## src/design/atns_pkg.sv

```systemverilog
// Shared types, field widths and codes for the alarm table scheduler.
// No dependencies; design files other than atns_ram use it by scoped name.

package atns_pkg;

    localparam int MAX_ALARMS_DEF = 16;

    localparam int OP_W       = 2;
    localparam int INDEX_W    = 4;
    localparam int HOUR_W     = 5;
    localparam int MINUTE_W   = 6;
    localparam int MODE_W     = 2;
    localparam int WEEKMASK_W = 8;
    localparam int WEEKDAY_W  = 3;
    localparam int STATUS_W   = 2;
    localparam int COUNT_W    = 5;
    localparam int SLOT_W     = 5;
    localparam int KEY_W      = HOUR_W + MINUTE_W;

    localparam logic [SLOT_W-1:0] NO_SLOT = '1;

    localparam logic [OP_W-1:0] OP_SET   = 2'd0;
    localparam logic [OP_W-1:0] OP_DEL   = 2'd1;
    localparam logic [OP_W-1:0] OP_SCHED = 2'd2;
    localparam logic [OP_W-1:0] OP_DUP   = 2'd3;

    // The spare mode code is stored as given and behaves like off.
    localparam logic [MODE_W-1:0] MODE_OFF     = 2'd0;
    localparam logic [MODE_W-1:0] MODE_REPEAT  = 2'd1;
    localparam logic [MODE_W-1:0] MODE_ONESHOT = 2'd2;
    localparam logic [MODE_W-1:0] MODE_SPARE   = 2'd3;

    localparam logic [STATUS_W-1:0] STAT_OK    = 2'd0;
    localparam logic [STATUS_W-1:0] STAT_RANGE = 2'd1;
    localparam logic [STATUS_W-1:0] STAT_EMPTY = 2'd2;

    typedef struct packed {
        logic [HOUR_W-1:0]     hour;
        logic [MINUTE_W-1:0]   minute;
        logic [MODE_W-1:0]     mode;
        logic [WEEKMASK_W-1:0] weekmask;
    } entry_t;

    typedef struct packed {
        logic [OP_W-1:0]       op;
        logic [INDEX_W-1:0]    entry_index;
        logic [HOUR_W-1:0]     alarm_hour;
        logic [MINUTE_W-1:0]   alarm_minute;
        logic [MODE_W-1:0]     alarm_mode;
        logic [WEEKMASK_W-1:0] alarm_weekmask;
        logic [HOUR_W-1:0]     now_hour;
        logic [MINUTE_W-1:0]   now_minute;
        logic [WEEKDAY_W-1:0]  now_weekday;
    } cmd_t;

    typedef struct packed {
        logic [STATUS_W-1:0]   status;
        logic                  arm_valid;
        logic [INDEX_W-1:0]    arm_index;
        logic [HOUR_W-1:0]     arm_hour;
        logic [MINUTE_W-1:0]   arm_minute;
        logic [WEEKMASK_W-1:0] arm_weekmask;
        logic                  duplicate;
        logic                  one_shot_expired;
        logic [COUNT_W-1:0]    alarm_count;
    } res_t;

    typedef struct packed {
        logic              start;
        logic              en;
        logic [SLOT_W-1:0] slot;
    } scan_ctl_t;

    typedef struct packed {
        logic              found_later;
        logic [SLOT_W-1:0] later_slot;
        entry_t            later_entry;
        logic [SLOT_W-1:0] any_slot;
        entry_t            any_entry;
        logic              dup;
    } scan_res_t;

    typedef enum logic [2:0] {
        S_IDLE,
        S_SET,
        S_SHIFT,
        S_SCAN,
        S_ARM,
        S_EXP_RD,
        S_EXP_CHK,
        S_DONE
    } state_t;

endpackage

```

## src/design/atns_cmd_if.sv

```systemverilog
// Command channel of the alarm table scheduler: valid/ready plus the command fields.
// Depends on atns_pkg for the field widths.

interface atns_cmd_if;
    logic                            valid;
    logic                            ready;
    logic [atns_pkg::OP_W-1:0]       op;
    logic [atns_pkg::INDEX_W-1:0]    entry_index;
    logic [atns_pkg::HOUR_W-1:0]     alarm_hour;
    logic [atns_pkg::MINUTE_W-1:0]   alarm_minute;
    logic [atns_pkg::MODE_W-1:0]     alarm_mode;
    logic [atns_pkg::WEEKMASK_W-1:0] alarm_weekmask;
    logic [atns_pkg::HOUR_W-1:0]     now_hour;
    logic [atns_pkg::MINUTE_W-1:0]   now_minute;
    logic [atns_pkg::WEEKDAY_W-1:0]  now_weekday;

    modport source (
        output valid, op, entry_index, alarm_hour, alarm_minute, alarm_mode,
               alarm_weekmask, now_hour, now_minute, now_weekday,
        input  ready
    );
    modport sink (
        input  valid, op, entry_index, alarm_hour, alarm_minute, alarm_mode,
               alarm_weekmask, now_hour, now_minute, now_weekday,
        output ready
    );
endinterface

```

## src/design/atns_rsp_if.sv

```systemverilog
// Response channel of the alarm table scheduler: valid/ready plus the result fields.
// Depends on atns_pkg for the field widths.

interface atns_rsp_if;
    logic                            valid;
    logic                            ready;
    logic [atns_pkg::STATUS_W-1:0]   status;
    logic                            arm_valid;
    logic [atns_pkg::INDEX_W-1:0]    arm_index;
    logic [atns_pkg::HOUR_W-1:0]     arm_hour;
    logic [atns_pkg::MINUTE_W-1:0]   arm_minute;
    logic [atns_pkg::WEEKMASK_W-1:0] arm_weekmask;
    logic                            duplicate;
    logic                            one_shot_expired;
    logic [atns_pkg::COUNT_W-1:0]    alarm_count;

    modport source (
        output valid, status, arm_valid, arm_index, arm_hour, arm_minute,
               arm_weekmask, duplicate, one_shot_expired, alarm_count,
        input  ready
    );
    modport sink (
        input  valid, status, arm_valid, arm_index, arm_hour, arm_minute,
               arm_weekmask, duplicate, one_shot_expired, alarm_count,
        output ready
    );
endinterface

```

## src/design/alarm_table_next_alarm_scheduler.sv

```systemverilog
// Top level of the alarm table scheduler: sequencer, table RAM and compare unit.
// Depends on atns_pkg, atns_cmd_if, atns_rsp_if, atns_ram and atns_scan.
//
// Usage: each transaction on cmd carries one command (set, delete, schedule
// or duplicate check) together with the current time; each command yields
// exactly one transaction on rsp with status, arming data, the duplicate flag,
// the expired one-shot flag and the table size after the command.
// The block works on one command at a time and keeps cmd.ready low until the
// sequencer returns to idle. A set passes through the set state, a delete
// through the shift state that moves the entries above it down, and a schedule
// or duplicate check through the scan and arm states; a failed delete or a
// schedule on an empty table skips these. Every command then passes the expiry
// read, expiry check and done states before the sequencer returns to idle.
// The table RAM has one read port with a registered output: the shift of a
// delete and the search of a schedule or duplicate check visit one entry per
// cycle, the search feeding each entry to the shared compare unit.
// A finished response sits in an output register, so the next command is
// accepted while it waits; if rsp.ready stays low, the following command
// stops in its final state until the register frees up.
// Reset empties the table and forgets the armed and pending slots. The RAM
// contents are not cleared, since no entry is read before it has been written.

module alarm_table_next_alarm_scheduler #(
    parameter int MAX_ALARMS = atns_pkg::MAX_ALARMS_DEF
) (
    input  logic        clk,
    input  logic        rst_n,
    atns_cmd_if.sink    cmd,
    atns_rsp_if.source  rsp
);

    localparam int ADDR_W = $clog2(MAX_ALARMS);
    localparam int CNT_W  = $clog2(MAX_ALARMS + 1);
    localparam logic [atns_pkg::SLOT_W-1:0] MAX_SLOT = atns_pkg::SLOT_W'(MAX_ALARMS);

    // Sequencer and table bookkeeping.
    atns_pkg::state_t                state_reg, state_next;
    logic [CNT_W-1:0]                count_reg, count_next;
    logic [atns_pkg::SLOT_W-1:0]     last_armed_reg, last_armed_next;
    logic [atns_pkg::SLOT_W-1:0]     pending_reg, pending_next;
    logic                            rd_vld_reg, rd_vld_next;
    logic                            out_valid_reg, out_valid_next;

    // Payload registers.
    atns_pkg::cmd_t                  cmd_reg, cmd_next;
    atns_pkg::res_t                  res_reg, res_next;
    atns_pkg::res_t                  out_reg, out_next;
    logic [atns_pkg::SLOT_W-1:0]     ptr_reg, ptr_next;
    logic [atns_pkg::SLOT_W-1:0]     rd_slot_reg, rd_slot_next;

    // Table RAM port.
    logic                            ram_we;
    logic [ADDR_W-1:0]               ram_waddr;
    atns_pkg::entry_t                ram_wdata;
    logic [ADDR_W-1:0]               ram_raddr;
    atns_pkg::entry_t                ram_rdata;

    // Compare unit port.
    atns_pkg::scan_ctl_t             scan_ctl;
    atns_pkg::scan_res_t             scan_res;

    logic [atns_pkg::SLOT_W-1:0]     count_slot;
    logic [atns_pkg::SLOT_W-1:0]     cmd_in_slot;
    logic [atns_pkg::SLOT_W-1:0]     cmd_reg_slot;
    logic [atns_pkg::SLOT_W-1:0]     prev_slot;
    logic [atns_pkg::SLOT_W-1:0]     chosen_slot;
    atns_pkg::entry_t                chosen_entry;
    logic [atns_pkg::KEY_W-1:0]      now_key;
    logic [atns_pkg::KEY_W-1:0]      pend_key;
    logic                            rd_more;
    logic                            walk_done;
    logic                            del_bad;
    logic                            sched_empty;
    logic                            set_bad;
    logic                            pend_ok;
    logic                            out_free;
    logic                            cmd_fire;

    assign count_slot   = atns_pkg::SLOT_W'(count_reg);
    assign cmd_in_slot  = atns_pkg::SLOT_W'(cmd.entry_index);
    assign cmd_reg_slot = atns_pkg::SLOT_W'(cmd_reg.entry_index);
    assign prev_slot    = rd_slot_reg - atns_pkg::SLOT_W'(1);

    // The walk issues one read per cycle while entries remain and ends once
    // the last read's data has been consumed.
    assign rd_more   = ptr_reg < count_slot;
    assign walk_done = !rd_more && !rd_vld_reg;

    assign del_bad     = cmd_in_slot >= count_slot;
    assign sched_empty = (count_reg == '0);
    assign set_bad     = (cmd_reg_slot > count_slot) || (cmd_reg_slot >= MAX_SLOT);
    assign pend_ok     = pending_reg < MAX_SLOT;

    assign now_key  = {cmd_reg.now_hour, cmd_reg.now_minute};
    assign pend_key = {ram_rdata.hour, ram_rdata.minute};

    // With no entry later than now, the earliest entry of the day is taken.
    assign chosen_slot  = scan_res.found_later ? scan_res.later_slot  : scan_res.any_slot;
    assign chosen_entry = scan_res.found_later ? scan_res.later_entry : scan_res.any_entry;

    assign cmd_fire = cmd.valid && cmd.ready;
    assign out_free = !out_valid_reg || rsp.ready;

    atns_ram #(
        .WIDTH ($bits(atns_pkg::entry_t)),
        .DEPTH (MAX_ALARMS)
    ) u_ram (
        .clk   (clk),
        .we    (ram_we),
        .waddr (ram_waddr),
        .wdata (ram_wdata),
        .raddr (ram_raddr),
        .rdata (ram_rdata)
    );

    atns_scan u_scan (
        .clk       (clk),
        .rst_n     (rst_n),
        .ctl       (scan_ctl),
        .entry     (ram_rdata),
        .now_key   (now_key),
        .dup_key   ({cmd_reg.alarm_hour, cmd_reg.alarm_minute}),
        .skip_slot (cmd_reg_slot),
        .res       (scan_res)
    );

    // Next state.
    always_comb
    begin
        state_next = state_reg;
        unique case (state_reg)
            atns_pkg::S_IDLE:
            begin
                if (cmd_fire)
                begin
                    unique case (cmd.op)
                        atns_pkg::OP_SET:   state_next = atns_pkg::S_SET;
                        atns_pkg::OP_DEL:   state_next = del_bad ? atns_pkg::S_EXP_RD
                                                                 : atns_pkg::S_SHIFT;
                        atns_pkg::OP_SCHED: state_next = sched_empty ? atns_pkg::S_EXP_RD
                                                                     : atns_pkg::S_SCAN;
                        atns_pkg::OP_DUP:   state_next = atns_pkg::S_SCAN;
                        default:            state_next = atns_pkg::S_IDLE;
                    endcase
                end
            end
            atns_pkg::S_SET:     state_next = atns_pkg::S_EXP_RD;
            atns_pkg::S_SHIFT:
            begin
                if (walk_done)
                begin
                    state_next = atns_pkg::S_EXP_RD;
                end
            end
            atns_pkg::S_SCAN:
            begin
                if (walk_done)
                begin
                    state_next = atns_pkg::S_ARM;
                end
            end
            atns_pkg::S_ARM:     state_next = atns_pkg::S_EXP_RD;
            atns_pkg::S_EXP_RD:  state_next = atns_pkg::S_EXP_CHK;
            atns_pkg::S_EXP_CHK: state_next = atns_pkg::S_DONE;
            atns_pkg::S_DONE:
            begin
                if (out_free)
                begin
                    state_next = atns_pkg::S_IDLE;
                end
            end
            default:             state_next = atns_pkg::S_IDLE;
        endcase
    end

    // Datapath and outputs of the sequencer.
    always_comb
    begin
        cmd_next        = cmd_reg;
        res_next        = res_reg;
        out_next        = out_reg;
        count_next      = count_reg;
        last_armed_next = last_armed_reg;
        pending_next    = pending_reg;
        ptr_next        = ptr_reg;
        rd_vld_next     = 1'b0;
        rd_slot_next    = rd_slot_reg;
        out_valid_next  = out_valid_reg && !rsp.ready;
        ram_we          = 1'b0;
        ram_waddr       = cmd_reg_slot[ADDR_W-1:0];
        ram_wdata       = ram_rdata;
        ram_raddr       = ptr_reg[ADDR_W-1:0];
        scan_ctl        = '0;
        scan_ctl.slot   = rd_slot_reg;

        unique case (state_reg)
            atns_pkg::S_IDLE:
            begin
                if (cmd_fire)
                begin
                    cmd_next.op             = cmd.op;
                    cmd_next.entry_index    = cmd.entry_index;
                    cmd_next.alarm_hour     = cmd.alarm_hour;
                    cmd_next.alarm_minute   = cmd.alarm_minute;
                    cmd_next.alarm_mode     = cmd.alarm_mode;
                    cmd_next.alarm_weekmask = cmd.alarm_weekmask;
                    cmd_next.now_hour       = cmd.now_hour;
                    cmd_next.now_minute     = cmd.now_minute;
                    cmd_next.now_weekday    = cmd.now_weekday;
                    res_next                = '0;
                    scan_ctl.start          = 1'b1;
                    ptr_next                = '0;
                    if (cmd.op == atns_pkg::OP_DEL)
                    begin
                        // The shift starts by reading the entry above the deleted one.
                        ptr_next = cmd_in_slot + atns_pkg::SLOT_W'(1);
                        if (del_bad)
                        begin
                            res_next.status = atns_pkg::STAT_RANGE;
                        end
                    end
                    if ((cmd.op == atns_pkg::OP_SCHED) && sched_empty)
                    begin
                        res_next.status = atns_pkg::STAT_EMPTY;
                    end
                end
            end
            atns_pkg::S_SET:
            begin
                if (set_bad)
                begin
                    res_next.status = atns_pkg::STAT_RANGE;
                end
                else
                begin
                    ram_we           = 1'b1;
                    ram_wdata.hour   = cmd_reg.alarm_hour;
                    ram_wdata.minute = cmd_reg.alarm_minute;
                    if (cmd_reg.alarm_weekmask == '0)
                    begin
                        // An empty mask means a one-shot alarm for today.
                        ram_wdata.mode     = atns_pkg::MODE_ONESHOT;
                        ram_wdata.weekmask = atns_pkg::WEEKMASK_W'(1) << cmd_reg.now_weekday;
                    end
                    else
                    begin
                        ram_wdata.mode     = cmd_reg.alarm_mode;
                        ram_wdata.weekmask = cmd_reg.alarm_weekmask;
                    end
                    if (cmd_reg_slot == count_slot)
                    begin
                        count_next = count_reg + CNT_W'(1);
                    end
                end
            end
            atns_pkg::S_SHIFT:
            begin
                if (rd_more)
                begin
                    ptr_next     = ptr_reg + atns_pkg::SLOT_W'(1);
                    rd_vld_next  = 1'b1;
                    rd_slot_next = ptr_reg;
                end
                if (rd_vld_reg)
                begin
                    ram_we    = 1'b1;
                    ram_waddr = prev_slot[ADDR_W-1:0];
                    ram_wdata = ram_rdata;
                end
                if (walk_done)
                begin
                    count_next = count_reg - CNT_W'(1);
                end
            end
            atns_pkg::S_SCAN:
            begin
                if (rd_more)
                begin
                    ptr_next     = ptr_reg + atns_pkg::SLOT_W'(1);
                    rd_vld_next  = 1'b1;
                    rd_slot_next = ptr_reg;
                end
                scan_ctl.en = rd_vld_reg;
            end
            atns_pkg::S_ARM:
            begin
                if (cmd_reg.op == atns_pkg::OP_DUP)
                begin
                    res_next.duplicate = scan_res.dup;
                end
                else
                begin
                    res_next.arm_index    = chosen_slot[atns_pkg::INDEX_W-1:0];
                    res_next.arm_hour     = chosen_entry.hour;
                    res_next.arm_minute   = chosen_entry.minute;
                    res_next.arm_weekmask = chosen_entry.weekmask;
                    if (chosen_slot != last_armed_reg)
                    begin
                        unique case (chosen_entry.mode)
                            atns_pkg::MODE_REPEAT:
                            begin
                                res_next.arm_valid = 1'b1;
                                pending_next       = atns_pkg::NO_SLOT;
                            end
                            atns_pkg::MODE_ONESHOT:
                            begin
                                // Arming a one-shot disables its entry.
                                res_next.arm_valid = 1'b1;
                                pending_next       = chosen_slot;
                                ram_we             = 1'b1;
                                ram_waddr          = chosen_slot[ADDR_W-1:0];
                                ram_wdata.hour     = chosen_entry.hour;
                                ram_wdata.minute   = chosen_entry.minute;
                                ram_wdata.mode     = atns_pkg::MODE_OFF;
                                ram_wdata.weekmask = '0;
                            end
                            default:
                            begin
                            end
                        endcase
                        last_armed_next = chosen_slot;
                    end
                end
            end
            atns_pkg::S_EXP_RD:
            begin
                ram_raddr = pend_ok ? pending_reg[ADDR_W-1:0] : '0;
            end
            atns_pkg::S_EXP_CHK:
            begin
                res_next.one_shot_expired = pend_ok && (now_key >= pend_key);
                res_next.alarm_count      = atns_pkg::COUNT_W'(count_reg);
            end
            atns_pkg::S_DONE:
            begin
                if (out_free)
                begin
                    out_next       = res_reg;
                    out_valid_next = 1'b1;
                end
            end
            default:
            begin
            end
        endcase
    end

    always_ff @(posedge clk or negedge rst_n)
    begin
        if (!rst_n)
        begin
            state_reg      <= atns_pkg::S_IDLE;
            count_reg      <= '0;
            last_armed_reg <= atns_pkg::NO_SLOT;
            pending_reg    <= atns_pkg::NO_SLOT;
            rd_vld_reg     <= 1'b0;
            out_valid_reg  <= 1'b0;
        end
        else
        begin
            state_reg      <= state_next;
            count_reg      <= count_next;
            last_armed_reg <= last_armed_next;
            pending_reg    <= pending_next;
            rd_vld_reg     <= rd_vld_next;
            out_valid_reg  <= out_valid_next;
        end
    end

    always_ff @(posedge clk)
    begin
        cmd_reg     <= cmd_next;
        res_reg     <= res_next;
        out_reg     <= out_next;
        ptr_reg     <= ptr_next;
        rd_slot_reg <= rd_slot_next;
    end

    assign cmd.ready = (state_reg == atns_pkg::S_IDLE);

    assign rsp.valid            = out_valid_reg;
    assign rsp.status           = out_reg.status;
    assign rsp.arm_valid        = out_reg.arm_valid;
    assign rsp.arm_index        = out_reg.arm_index;
    assign rsp.arm_hour         = out_reg.arm_hour;
    assign rsp.arm_minute       = out_reg.arm_minute;
    assign rsp.arm_weekmask     = out_reg.arm_weekmask;
    assign rsp.duplicate        = out_reg.duplicate;
    assign rsp.one_shot_expired = out_reg.one_shot_expired;
    assign rsp.alarm_count      = out_reg.alarm_count;

endmodule

```

## src/design/atns_ram.sv

```systemverilog
// Generic single-write, single-read RAM with a registered read port.
// No dependencies.

module atns_ram #(
    parameter int WIDTH = 1,
    parameter int DEPTH = 2,
    localparam int ADDR_W = (DEPTH > 1) ? $clog2(DEPTH) : 1
) (
    input  logic              clk,
    input  logic              we,
    input  logic [ADDR_W-1:0] waddr,
    input  logic [WIDTH-1:0]  wdata,
    input  logic [ADDR_W-1:0] raddr,
    output logic [WIDTH-1:0]  rdata
);

    logic [WIDTH-1:0] mem [DEPTH];

    always_ff @(posedge clk)
    begin
        if (we)
        begin
            mem[waddr] <= wdata;
        end
        rdata <= mem[raddr];
    end

endmodule

```

## src/design/atns_scan.sv

```systemverilog
// Shared compare unit: takes one table entry per cycle and keeps the earliest
// later-than-now entry, the earliest entry of the day and the duplicate flag.
// Depends on atns_pkg.

module atns_scan (
    input  logic                          clk,
    input  logic                          rst_n,
    input  atns_pkg::scan_ctl_t           ctl,
    input  atns_pkg::entry_t              entry,
    input  logic [atns_pkg::KEY_W-1:0]    now_key,
    input  logic [atns_pkg::KEY_W-1:0]    dup_key,
    input  logic [atns_pkg::SLOT_W-1:0]   skip_slot,
    output atns_pkg::scan_res_t           res
);

    atns_pkg::scan_res_t res_reg;
    atns_pkg::scan_res_t res_next;
    logic                any_seen_reg;
    logic                any_seen_next;

    logic [atns_pkg::KEY_W-1:0] ent_key;
    logic [atns_pkg::KEY_W-1:0] any_key;
    logic [atns_pkg::KEY_W-1:0] later_key;
    logic                       take_any;
    logic                       take_later;
    logic                       is_dup;

    assign ent_key   = {entry.hour, entry.minute};
    assign any_key   = {res_reg.any_entry.hour, res_reg.any_entry.minute};
    assign later_key = {res_reg.later_entry.hour, res_reg.later_entry.minute};

    // Strict compares keep the lowest index on equal times.
    assign take_any   = !any_seen_reg || (ent_key < any_key);
    assign take_later = (ent_key > now_key) && (!res_reg.found_later || (ent_key < later_key));
    assign is_dup     = (ctl.slot != skip_slot) && (ent_key == dup_key);

    always_comb
    begin
        res_next      = res_reg;
        any_seen_next = any_seen_reg;
        if (ctl.start)
        begin
            res_next.found_later = 1'b0;
            res_next.dup         = 1'b0;
            any_seen_next        = 1'b0;
        end
        else if (ctl.en)
        begin
            if (take_any)
            begin
                res_next.any_slot  = ctl.slot;
                res_next.any_entry = entry;
                any_seen_next      = 1'b1;
            end
            if (take_later)
            begin
                res_next.found_later = 1'b1;
                res_next.later_slot  = ctl.slot;
                res_next.later_entry = entry;
            end
            if (is_dup)
            begin
                res_next.dup = 1'b1;
            end
        end
    end

    always_ff @(posedge clk or negedge rst_n)
    begin
        if (!rst_n)
        begin
            res_reg      <= '0;
            any_seen_reg <= 1'b0;
        end
        else
        begin
            res_reg      <= res_next;
            any_seen_reg <= any_seen_next;
        end
    end

    assign res = res_reg;

endmodule

```

## src/flat_wrapper.sv

```systemverilog
// flat-port wrapper written by rule: the top's interface ports become plain ports
module alarm_table_next_alarm_scheduler_flat 
#(
    parameter int MAX_ALARMS = atns_pkg::MAX_ALARMS_DEF
)
  (clk, rst_n, cmd_valid, cmd_op, cmd_entry_index, cmd_alarm_hour, cmd_alarm_minute, cmd_alarm_mode, cmd_alarm_weekmask, cmd_now_hour, cmd_now_minute, cmd_now_weekday, cmd_ready, rsp_valid, rsp_status, rsp_arm_valid, rsp_arm_index, rsp_arm_hour, rsp_arm_minute, rsp_arm_weekmask, rsp_duplicate, rsp_one_shot_expired, rsp_alarm_count, rsp_ready);
  atns_cmd_if cmd_i ();
  atns_rsp_if rsp_i ();
  input  logic clk;
  input  logic rst_n;
  input wire logic [$bits(cmd_i.valid)-1:0] cmd_valid;
  input wire logic [$bits(cmd_i.op)-1:0] cmd_op;
  input wire logic [$bits(cmd_i.entry_index)-1:0] cmd_entry_index;
  input wire logic [$bits(cmd_i.alarm_hour)-1:0] cmd_alarm_hour;
  input wire logic [$bits(cmd_i.alarm_minute)-1:0] cmd_alarm_minute;
  input wire logic [$bits(cmd_i.alarm_mode)-1:0] cmd_alarm_mode;
  input wire logic [$bits(cmd_i.alarm_weekmask)-1:0] cmd_alarm_weekmask;
  input wire logic [$bits(cmd_i.now_hour)-1:0] cmd_now_hour;
  input wire logic [$bits(cmd_i.now_minute)-1:0] cmd_now_minute;
  input wire logic [$bits(cmd_i.now_weekday)-1:0] cmd_now_weekday;
  output wire logic [$bits(cmd_i.ready)-1:0] cmd_ready;
  output wire logic [$bits(rsp_i.valid)-1:0] rsp_valid;
  output wire logic [$bits(rsp_i.status)-1:0] rsp_status;
  output wire logic [$bits(rsp_i.arm_valid)-1:0] rsp_arm_valid;
  output wire logic [$bits(rsp_i.arm_index)-1:0] rsp_arm_index;
  output wire logic [$bits(rsp_i.arm_hour)-1:0] rsp_arm_hour;
  output wire logic [$bits(rsp_i.arm_minute)-1:0] rsp_arm_minute;
  output wire logic [$bits(rsp_i.arm_weekmask)-1:0] rsp_arm_weekmask;
  output wire logic [$bits(rsp_i.duplicate)-1:0] rsp_duplicate;
  output wire logic [$bits(rsp_i.one_shot_expired)-1:0] rsp_one_shot_expired;
  output wire logic [$bits(rsp_i.alarm_count)-1:0] rsp_alarm_count;
  input wire logic [$bits(rsp_i.ready)-1:0] rsp_ready;
  assign cmd_i.valid = cmd_valid;
  assign cmd_i.op = cmd_op;
  assign cmd_i.entry_index = cmd_entry_index;
  assign cmd_i.alarm_hour = cmd_alarm_hour;
  assign cmd_i.alarm_minute = cmd_alarm_minute;
  assign cmd_i.alarm_mode = cmd_alarm_mode;
  assign cmd_i.alarm_weekmask = cmd_alarm_weekmask;
  assign cmd_i.now_hour = cmd_now_hour;
  assign cmd_i.now_minute = cmd_now_minute;
  assign cmd_i.now_weekday = cmd_now_weekday;
  assign cmd_ready = cmd_i.ready;
  assign rsp_valid = rsp_i.valid;
  assign rsp_status = rsp_i.status;
  assign rsp_arm_valid = rsp_i.arm_valid;
  assign rsp_arm_index = rsp_i.arm_index;
  assign rsp_arm_hour = rsp_i.arm_hour;
  assign rsp_arm_minute = rsp_i.arm_minute;
  assign rsp_arm_weekmask = rsp_i.arm_weekmask;
  assign rsp_duplicate = rsp_i.duplicate;
  assign rsp_one_shot_expired = rsp_i.one_shot_expired;
  assign rsp_alarm_count = rsp_i.alarm_count;
  assign rsp_i.ready = rsp_ready;
  alarm_table_next_alarm_scheduler #(.MAX_ALARMS(MAX_ALARMS)) u_core (.clk(clk), .rst_n(rst_n), .cmd(cmd_i), .rsp(rsp_i));
endmodule
```

## config.mk

```make
export PLATFORM = sky130hd
export DESIGN_NAME = alarm_table_next_alarm_scheduler_flat
export DESIGN_NICKNAME = d
export VERILOG_FILES = /design/src/design/atns_pkg.sv /design/src/design/atns_cmd_if.sv /design/src/design/atns_rsp_if.sv /design/src/design/alarm_table_next_alarm_scheduler.sv /design/src/design/atns_ram.sv /design/src/design/atns_scan.sv /design/src/flat_wrapper.sv
export SDC_FILE = /design/constraint.sdc
export NUM_CORES = 1
export LEC_CHECK = 0
export BUFFER_PORTS_ARGS = -buffer_cell sky130_fd_sc_hd__buf_2
export CORE_MARGIN = 2
export CORE_UTILIZATION = 29
export CTS_BUF_LIST = sky130_fd_sc_hd__clkbuf_8 sky130_fd_sc_hd__clkbuf_16
export CTS_CLUSTER_DIAMETER = 150
export DETAILED_ROUTE_END_ITERATION = 16
export HOLD_SLACK_MARGIN = 0.02
export PLACE_DENSITY = 0.5
export SYNTH_ARGS = -nofsm -noshare
export SYNTH_HDL_FRONTEND = slang
export SYNTH_SLANG_ARGS = --single-unit
```

## constraint.sdc

```tcl
create_clock -name clk -period 9.29 [get_ports clk]
set_input_delay 2.3225 -clock clk [delete_from_list [all_inputs] [get_ports clk]]
set_output_delay 2.3225 -clock clk [all_outputs]
set_load 0.005 [all_outputs]
```

==> impl_metrics.env, run 1 <==
export IMPL_grt_max_degree=93
export IMPL_crit_chain="or2_2, nor2_1, buf_2"
export IMPL_clock_skew_ps=30.3
export IMPL_routed_via_density=4.89
export IMPL_synth_area_leader_cell="edfxtp_1"
export IMPL_r2r_start="u_core.u_scan.res[53]"
export IMPL_final_common_cell="edfxtp_1"
export IMPL_cts_buffers=55
export IMPL_syn_to_final_growth_pct=15.7
export IMPL_synth_area_leaders="edfxtp_1 (59%), dfrtp_1 (7.1%), a211oi_1 (3.7%), nand2_1 (3.3%), ha_1 (2.7%)"
export IMPL_end_kind="output port"
export IMPL_clock_sinks=549
export IMPL_antenna_found_initial=0
export IMPL_initial_utilization=0.292
export IMPL_synth_flop_cell="edfxtp_1"
export IMPL_ios=80
export IMPL_hold_start="u_core.res_reg[2]"
export IMPL_drive_gt1_frac=0.161
export IMPL_synth_area_sq_mm=0.0229
export IMPL_min_path_type="reg2reg"
export IMPL_placed_cells=2752
export IMPL_cts_hold_buf=0
export IMPL_drt_wl_total_um=57600
export IMPL_slew_headroom=0.204
export IMPL_grt_pass1_wl_um=87500
export IMPL_min_path_cells=0
export IMPL_hold_viol=0
export IMPL_pwr_density_cell_mw_per_mm2=333
export IMPL_clk_path_buf_depth=3
export IMPL_status="finished clean"
export IMPL_slew_viol_final=0
export IMPL_grt_remaining_overflow=0
export IMPL_share_comb_of_total_power=0.322
export IMPL_layout_nets=1855
export IMPL_cts_root_buffer="clkbuf_16"
export IMPL_final_cell_count_no_fill=2855
export IMPL_slowest_stage="dfrtp_1"
export IMPL_fmax_mhz=231
export IMPL_drc=0
export IMPL_drt_first_pass_iters=8
export IMPL_r2r_cells=9
export IMPL_ctsResizeCount=0
export IMPL_gp_congestion=0.842
export IMPL_synth_nets=1773
export IMPL_crit_arrival_ps=2010
export IMPL_synthArstFlopShare=0.137
export IMPL_num_rows=103
export IMPL_ys_warnings_count=0
export IMPL_p_int_mw=5.66
export IMPL_ir_drop_mv=0.194
export IMPL_ys_ff_latch=549
export IMPL_die_h_um=285
export IMPL_synth_cells=1677
export IMPL_most_common_layout_cells="edfxtp_1 (453), nand2_1 (200), a211oi_1 (113)"
export IMPL_path_clk_slew_ps=60
export IMPL_place_area_sq_mm=0.0247
export IMPL_seqPwrFrac=0.419
export IMPL_final_cell_area_sq_mm=0.0265
export IMPL_synth_edff_count=453
export IMPL_setup_violations=0
export IMPL_path_class="reg2out"
export IMPL_critPathRequiredTime_ps=6970
export IMPL_yosysTopAreaCellShare=0.594
export IMPL_fin_setup_tns_ps=0
export IMPL_swShare=0.360
export IMPL_tightest_slew_ps=1190
export IMPL_cp_max_fo=11
export IMPL_core_sq_mm=0.0786
export IMPL_cp_start_kind="register"
export IMPL_netSwitchingPower_mw=3.17
export IMPL_fin_crit_sh=0.466
export IMPL_route_detailed_wl_per_inst_um=20.2
export IMPL_p_leak_nw=9.13
export IMPL_netlist_cell_type_count=66
export IMPL_numPortBuffers=79
export IMPL_hold_slack_ps=419
export IMPL_power_frac_clock=0.259
export IMPL_cts_tree="yes"
export IMPL_ys_seq_area_frac=0.694
export IMPL_die_w_um=285
export IMPL_num_antenna_cells=0
export IMPL_rsz0062_at_grt="false"
export IMPL_critPathMaxStageDelay_ps=500
export IMPL_largest_reg_flops=336
export IMPL_insertion_delay_ps=640
export IMPL_grt_pass1_vias=14064
export IMPL_startpoint="u_core.state_reg[0]"
export IMPL_finalCriticalPeriod_ps=4330
export IMPL_htreeDepth=2
export IMPL_syn_area_per_cell_sq_um=13.7
export IMPL_dieArea_sq_mm=0.0813
export IMPL_post_cts_setup_buffer_count=0
export IMPL_ant_nets=0
export IMPL_fin_util=0.337
export IMPL_dpl_hpwl_um=35700
export IMPL_grt_use_total=0.141
export IMPL_via_count=13960
export IMPL_drt_iter0_markers=953
export IMPL_drv_cap=0
==> routing by layer <==
| layer | routed length, um | share of wire | GRT usage | vias to the layer above |
|---|---|---|---|---|
| met5 | 0 | 0 | 0 | - |
| met4 | 1510 | 0.026 | 0.0438 | 0 |
| met3 | 2120 | 0.037 | 0.0226 | 92 |
| met2 | 27500 | 0.48 | 0.231 | 301 |
| met1 | 26500 | 0.46 | 0.190 | 7068 |
| li1 | - | - | - | 6499 |
==> synthesized netlist by cell type (5+ instances only) <==
master / n
nand4_1: 5
mux2_2: 35
a211oi_1: 113
a21oi_1: 77
nor2_1: 83
o22ai_1: 7
dfstp_2: 10
nor3_1: 20
ha_1: 50
buf_1: 5
edfxtp_1: 453
nand3_1: 15
nor2b_1: 7
mux2i_1: 44
xnor2_1: 21
dfrtp_1: 65
nand2_1: 200
inv_1: 51
and2_0: 30
a311oi_1: 44
xor2_1: 9
a221o_1: 10
or2_2: 5
dfxtp_1: 21
nand2b_1: 9
clkbuf_1: 74
a31oi_1: 50
o21a_1: 6
o21ai_0: 25
a21o_1: 8
buf_2: 12
and2_1: 60
==> path summary, 6_finish.rpt <==
path	endpoint	slack, ps
min in group asynchronous	u_core.count_reg[3]	1520
worst max register to register	u_core.u_ram.mem[15][2]	4990
worst min register to register	u_core.rsp.alarm_count[2]	420
worst min-delay path	u_core.rsp.alarm_count[2]	420
worst max-delay path	cmd_ready	4960
max in group asynchronous	u_core.u_scan.res[53]	6600
==> per-stage QoR <==
step | power (mW) | setup WS, ps
global route | 9.37 | 4770
global placement | 6.58 | 5130
finish | 8.83 | 4960
CTS | 8.94 | 4960
floorplan | 5.60 | 4740
detailed placement | 6.64 | 5010
==> power by group through the flow <==
| stage | combinational, mW | sequential, mW | clock [mW] |
|---|---|---|---|
| 5_1_grt | 3.20 | 3.74 | 2.43 |
| 4_1_cts | 2.89 | 3.71 | 2.34 |
| 6_report | 2.85 | 3.70 | 2.28 |
| 3_3_place_gp | 2.83 | 3.75 | 0 |
| 2_1_floorplan | 1.98 | 3.62 | 0 |
| 3_5_place_dp | 2.88 | 3.75 | 0 |
==> logic make-up after synthesis <==
logic type,after synthesis,synth area share
buffers and inverters,145,0.0248
adder cells (fa/ha/maj),51,0.0282
flip-flops,549,0.694
multiplexers,82,0.0382
AND/OR/NAND/NOR,451,0.0915
XOR/XNOR,30,0.0115
AO/OA/AOI/OAI,369,0.112
==> final cells by class <==
type | count | area [sq um]
Multi-Input combinational cell | 983 | 6550
Tap cell | 1050 | 1310
Fill cell | 7714 | 52100
Clock inverter | 45 | 435
Timing Repair Buffer | 118 | 691
Clock buffer | 58 | 1420
Inverter | 52 | 195
Sequential cell | 549 | 15900
==> critical path, delay by kind of cell (launching register included) <==
family                 cells  cell delay [ps]
and+or+nand+nor            2              690
DFF                        1              500
buffers and inverters      1              200
Note: power is estimated with default switching activity, not from simulation.
==> run 2: changes to the inputs <==
--- a/config.mk
+++ b/config.mk
@@ -5,6 +5,7 @@
 export SDC_FILE = /design/constraint.sdc
 export NUM_CORES = 1
 export LEC_CHECK = 0
+export ABC_AREA = 1
 export BUFFER_PORTS_ARGS = -buffer_cell sky130_fd_sc_hd__buf_2
 export CORE_MARGIN = 2
 export CORE_UTILIZATION = 29
==> constraint.sdc (replaced) <==
create_clock -name clk -period 4.3 [get_ports clk]
set_input_delay 1.075 -clock clk [delete_from_list [all_inputs] [get_ports clk]]
set_output_delay 1.075 -clock clk [all_outputs]
set_load 0.005 [all_outputs]
==> impl_metrics.env, run 2 <==
export IMPL_die_h_um=289
export IMPL_critical_path_top_delay_family="simple AND/OR/NAND/NOR gates"
export IMPL_post_cts_setup_buffer_count=0
export IMPL_clock_sinks=549
export IMPL_drive_gt1_frac=0.129
export IMPL_layout_nets=2194
export IMPL_initial_utilization=0.293
export IMPL_cpMostUsedCell="nand2_1"
export IMPL_ant_nets=0
export IMPL_ys_seq_area_frac=0.674
export IMPL_drv_cap=0
export IMPL_slew_viol_final=0
export IMPL_hold_viol=0
export IMPL_crit_arrival_ps=3460
export IMPL_dpl_hpwl_um=38900
export IMPL_insertion_delay_ps=640
export IMPL_synth_edff_count=453
export IMPL_antenna_found_initial=2
export IMPL_core_sq_mm=0.0805
export IMPL_finalPower_mw=20.0
export IMPL_num_rows=104
export IMPL_yosys_top_cells_count="edfxtp_1 (453), nand2_1 (365), inv_1 (197), o211ai_1 (158), o21ai_0 (152)"
export IMPL_cts_hold_buf=0
export IMPL_cp_start_kind="register"
export IMPL_cts_root_buffer="clkbuf_16"
export IMPL_ys_warnings_count=0
export IMPL_ctsResizeCount=0
export IMPL_drt_iter0_markers=1406
export IMPL_synth_cells=2010
export IMPL_end_kind="register"
export IMPL_slowest_stage="nand4_1"
export IMPL_status="finished clean"
export IMPL_drt_first_pass_iters=5
export IMPL_r2r_start="u_core.cmd_reg[38]"
export IMPL_pwr_density_cell_mw_per_mm2=737
export IMPL_critPathBufInv=2
export IMPL_fin_setup_tns_ps=0
export IMPL_hold_path_endpoint="u_core.rsp.alarm_count[1]"
export IMPL_fin_crit_sh=0.777
export IMPL_fmax_mhz=299
export IMPL_r2r_end="u_core.u_ram.mem[13][18]"
export IMPL_hold_start="u_core.res_reg[1]"
export IMPL_via_count=15511
export IMPL_gp_congestion=0.895
export IMPL_synth_most_common_cell="edfxtp_1"
export IMPL_grt_pass1_vias=14864
export IMPL_grt_use_total=0.147
export IMPL_ios=80
export IMPL_synth_area_leaders="edfxtp_1 (58%), dfrtp_1 (6.9%), nand2_1 (5.8%), o211ai_1 (5.0%), o21ai_0 (3.2%)"
export IMPL_place_area_sq_mm=0.0253
export IMPL_setup_violations=0
export IMPL_cts_buffers=57
export IMPL_largest_reg_flops=336
export IMPL_routed_via_density=4.84
export IMPL_cts_tree="yes"
export IMPL_rsz0062_at_grt="false"
export IMPL_finalCriticalPeriod_ps=3340
export IMPL_most_common_layout_cells="edfxtp_1 (453), nand2_1 (365), inv_1 (206)"
export IMPL_min_path_type="reg2reg"
export IMPL_p_leak_nw=9.97
export IMPL_synth_area_sq_mm=0.0236
export IMPL_htreeDepth=2
export IMPL_cp_max_fo=16
export IMPL_synth_area_leader_cell="edfxtp_1"
export IMPL_syn_area_per_cell_sq_um=11.7
export IMPL_grt_pass1_wl_um=93400
export IMPL_drt_wl_total_um=62300
export IMPL_netlist_cell_type_count=51
export IMPL_die_w_um=289
export IMPL_min_path_cells=0
export IMPL_final_cell_area_sq_mm=0.0272
export IMPL_clock_skew_ps=39.6
export IMPL_r2r_cells=10
export IMPL_ys_ff_latch=549
export IMPL_nFillCells=7931
export IMPL_critPathRequiredTime_ps=4420
export IMPL_route_detailed_wl_per_inst_um=19.4
export IMPL_slew_headroom=0.208
export IMPL_numPortBuffers=79
export IMPL_grt_max_degree=96
export IMPL_ir_drop_mv=0.379
export IMPL_yosysTopAreaCellShare=0.576
export IMPL_drc=0
export IMPL_path_clk_slew_ps=60
export IMPL_synth_nets=2106
export IMPL_final_common_cell="edfxtp_1"
export IMPL_tightest_slew_ps=1180
export IMPL_grt_remaining_overflow=0
export IMPL_dieArea_sq_mm=0.0837
export IMPL_synthArstFlopShare=0.137
export IMPL_synth_flop_cell="edfxtp_1"
export IMPL_path_class="reg2reg"
export IMPL_critPathMaxStageDelay_ps=630
export IMPL_syn_to_final_growth_pct=15.2
export IMPL_ff2ff_setup_slack_ps=960
export IMPL_clk_path_buf_depth=3
export IMPL_crit_chain="ha_1, inv_1, nor2_1, nand3_1, o2bb2ai_1, nand2_1, nand2_1, inv_1, nand2_1, nand4_1"
==> run 2: cell types whose count changed after synthesis, sizes merged, moves of 41 or more <==
cell    delta
inv      +150
o21ai    +147
a31oi     -41
nand2    +167
and2      -90
a311oi    -44
mux2i     -46
a211oi   -112
a21oi     +54
nand3     +71
o211ai   +171
==> run 2: area by class of cell <==
type,count,area (sq um),area share
clock buffer,58,1450,0.0534
inverter,201,754,0.0277
clock inverter,47,452,0.0166
antenna,1,2.50,0.0000920
sequential,549,15900,0.585
timing repair buffer,126,788,0.0290
multi-input combinational,1163,6510,0.239
tap,1060,1330,0.0488
==> run 2: cell families after synthesis <==
logic type	synth area share
simple gates	0.100
flops	0.674
compound gates	0.136
fa+ha+maj	0.0273
buf+inv	0.0543
xor+xnor	0.00779
mux	0.000424
==> run 2: worst max-delay path by stage <==
stage                           from  cells past startpoint                        to  slack (ps)
4_1_cts           u_core.cmd_reg[38]                     10  u_core.u_ram.mem[13][18]         980
5_1_grt        u_core.u_scan.res[53]                     14    u_core.u_ram.mem[1][7]         670
3_5_place_dp      u_core.cmd_reg[38]                     10  u_core.u_ram.mem[15][18]         980
2_1_floorplan  u_core.u_scan.res[53]                     14    u_core.u_ram.mem[0][0]         620
3_3_place_gp   u_core.u_scan.res[53]                     14   u_core.u_ram.mem[1][10]        1110
6_report          u_core.cmd_reg[38]                     10  u_core.u_ram.mem[13][18]         960
==> run 2: metal layers <==
metal,share of wire,global-route usage
met3,0.052,0.0239
met5,0,0
met4,0.021,0.0376
met2,0.48,0.246
met1,0.45,0.197
==> run 2: stage by stage <==
| stage | worst slack, ps | hold WS (ps) | utilization | std cells |
|---|---|---|---|---|
| CTS | 980 | 418 | 0.338 | 3204 |
| detailed placement | 976 | 405 | 0.314 | 3099 |
| finish | 959 | 417 | 0.338 | 3205 |
| global route | 675 | 427 | 0.338 | 3204 |
| global placement | 1110 | 404 | 0.314 | 3099 |
| floorplan | 620 | 400 | - | 2010 |
==> run 2: power by group <==
group	switching (mW)	internal [mW]	total, mW
sequential	0.496	7.39	7.88
combinational	5.21	1.95	7.16
clock	2.11	2.87	4.98
==> run 3: changes to the inputs <==
--- a/config.mk
+++ b/config.mk
@@ -5,7 +5,7 @@
 export SDC_FILE = /design/constraint.sdc
 export NUM_CORES = 1
 export LEC_CHECK = 0
-export ABC_AREA = 1
+export ABC_AREA = 0
 export BUFFER_PORTS_ARGS = -buffer_cell sky130_fd_sc_hd__buf_2
 export CORE_MARGIN = 2
 export CORE_UTILIZATION = 29
==> constraint.sdc (replaced) <==
create_clock -name clk -period 3.3 [get_ports clk]
set_input_delay 0.825 -clock clk [delete_from_list [all_inputs] [get_ports clk]]
set_output_delay 0.825 -clock clk [all_outputs]
set_load 0.005 [all_outputs]
==> impl_metrics.env, run 3 (synthesized netlist as in run 1, its figures left out) <==
export IMPL_htreeDepth=2
export IMPL_initial_utilization=0.292
export IMPL_post_cts_setup_buffer_count=0
export IMPL_drt_first_pass_iters=5
export IMPL_dieArea_sq_mm=0.0813
export IMPL_final_cell_count_no_fill=2913
export IMPL_largest_reg_flops=336
export IMPL_seq_area_sq_mm=0.0159
export IMPL_setup_ws_ps=172
export IMPL_grt_pass1_wl_um=87900
export IMPL_hold_viol=0
export IMPL_clock_sinks=549
export IMPL_grt_use_total=0.141
export IMPL_most_common_layout_cells="edfxtp_1 (453), nand2_1 (199), a211oi_1 (112)"
export IMPL_cp_start_kind="register"
export IMPL_tightest_slew_ps=771
export IMPL_layout_nets=1914
export IMPL_cts_buffers=56
export IMPL_pwr_density_cell_mw_per_mm2=937
export IMPL_slew_headroom=0.486
export IMPL_ctsResizeCount=0
export IMPL_drv_cap=0
export IMPL_p_leak_nw=9.49
export IMPL_route_detailed_wl_per_inst_um=19.8
export IMPL_r2r_start="u_core.cmd_reg[37]"
export IMPL_ios=80
export IMPL_gp_congestion=0.805
export IMPL_syn_to_final_growth_pct=19.2
export IMPL_drive_gt1_frac=0.185
export IMPL_antenna_found_initial=0
export IMPL_drc=0
export IMPL_fin_crit_sh=0.948
export IMPL_path_clk_slew_ps=60
export IMPL_r2r_cells=9
export IMPL_finalCriticalPeriod_ps=3130
export IMPL_ir_drop_mv=0.487
export IMPL_met3_wirelength_um=2450
export IMPL_cts_root_buffer="clkbuf_16"
export IMPL_critPathMaxStageDelay_ps=490
export IMPL_rsz0062_at_grt="false"
export IMPL_fin_util=0.347
export IMPL_placed_cells=2810
export IMPL_die_w_um=285
export IMPL_status="finished clean"
export IMPL_slew_viol_final=0
export IMPL_hold_slack_ps=181
export IMPL_place_ws_ps=210
export IMPL_path_class="reg2reg"
export IMPL_nFillCells=7733
export IMPL_grt_pass1_vias=14198
export IMPL_insertion_delay_ps=620
export IMPL_core_sq_mm=0.0786
export IMPL_ant_nets=0
export IMPL_drt_iter0_markers=993
export IMPL_crit_chain="ha_1, a21oi_1, o22ai_1, o21ai_0, o21a_1, nor2_1, buf_12, a222oi_1, inv_1"
export IMPL_via_count=14004
export IMPL_clk_path_buf_depth=3
export IMPL_slowest_stage="edfxtp_1"
export IMPL_dpl_hpwl_um=38400
export IMPL_end_kind="register"
export IMPL_clock_skew_ps=30.4
export IMPL_startpoint="u_core.cmd_reg[37]"
export IMPL_fin_setup_tns_ps=0
export IMPL_die_h_um=285
export IMPL_wl_met1_um=26800
export IMPL_numPortBuffers=79
export IMPL_grt_remaining_overflow=0
export IMPL_routed_via_density=4.81
export IMPL_fmax_mhz=320
export IMPL_final_common_cell="edfxtp_1"
export IMPL_met2_length_um=27300
export IMPL_critPathRequiredTime_ps=3540
export IMPL_drt_wl_total_um=57700
export IMPL_cts_hold_buf=0
export IMPL_grt_max_degree=67
export IMPL_cts_tree="yes"
export IMPL_num_antenna_cells=0
export IMPL_multi_input_area_sq_mm=0.00666
export IMPL_setup_violations=0
export IMPL_num_rows=103
export IMPL_cp_max_fo=21
export IMPL_min_path_type="in2async"
export IMPL_highest_layer="met4"
export IMPL_crit_arrival_ps=3370
## run 3: metrics by stage
| step | cell area (sq um) | power, mW |
|---|---|---|
| 2_1_floorplan | 23100 | 15.9 |
| 3_3_place_gp | 25600 | 19.7 |
| 3_5_place_dp | 25600 | 19.9 |
| 4_1_cts | 27300 | 26.0 |
| 5_1_grt | 27300 | 27.1 |
| 6_report | 27300 | 25.6 |
## run 3: layer usage
layer	GRT usage	up-vias
met1	0.196	7019
met3	0.0206	77
met2	0.231	289
met5	0	-
li1	-	6619
met4	0.0402	0
## run 3: worst max-delay path: cells and delay by family, from the launching register on
family	cells	cell delay, ps
simple gates	1	100
buf+inv	2	570
fa+ha+maj	1	380
compound gates	5	1200
flops	1	490
## run 3: cell type report
type | count | area share
flip-flops and latches | 549 | 0.583
clock inverters | 42 | 0.00999
clock buffers | 61 | 0.0542
repair buffers | 176 | 0.0541
well taps | 1050 | 0.0481
inverters | 52 | 0.00715
multi-input cells | 983 | 0.244
## run 3: final timing paths
check	to	slack, ps
max	u_core.u_ram.mem[11][14]	170
max reg2reg	u_core.u_ram.mem[11][14]	170
min reg2reg	u_core.rsp.alarm_count[0]	410
min	u_core.count_reg[3]	180
min in group clk	u_core.cmd_reg[15]	380
max in group asynchronous	u_core.u_scan.res[28]	2470
## run 3: report_power, final
group / switching [mW] / internal (mW)
clock network: 2.63 / 3.37
logic: 6.08 / 3.20
registers: 0.668 / 9.64
total: 9.38 / 16.2
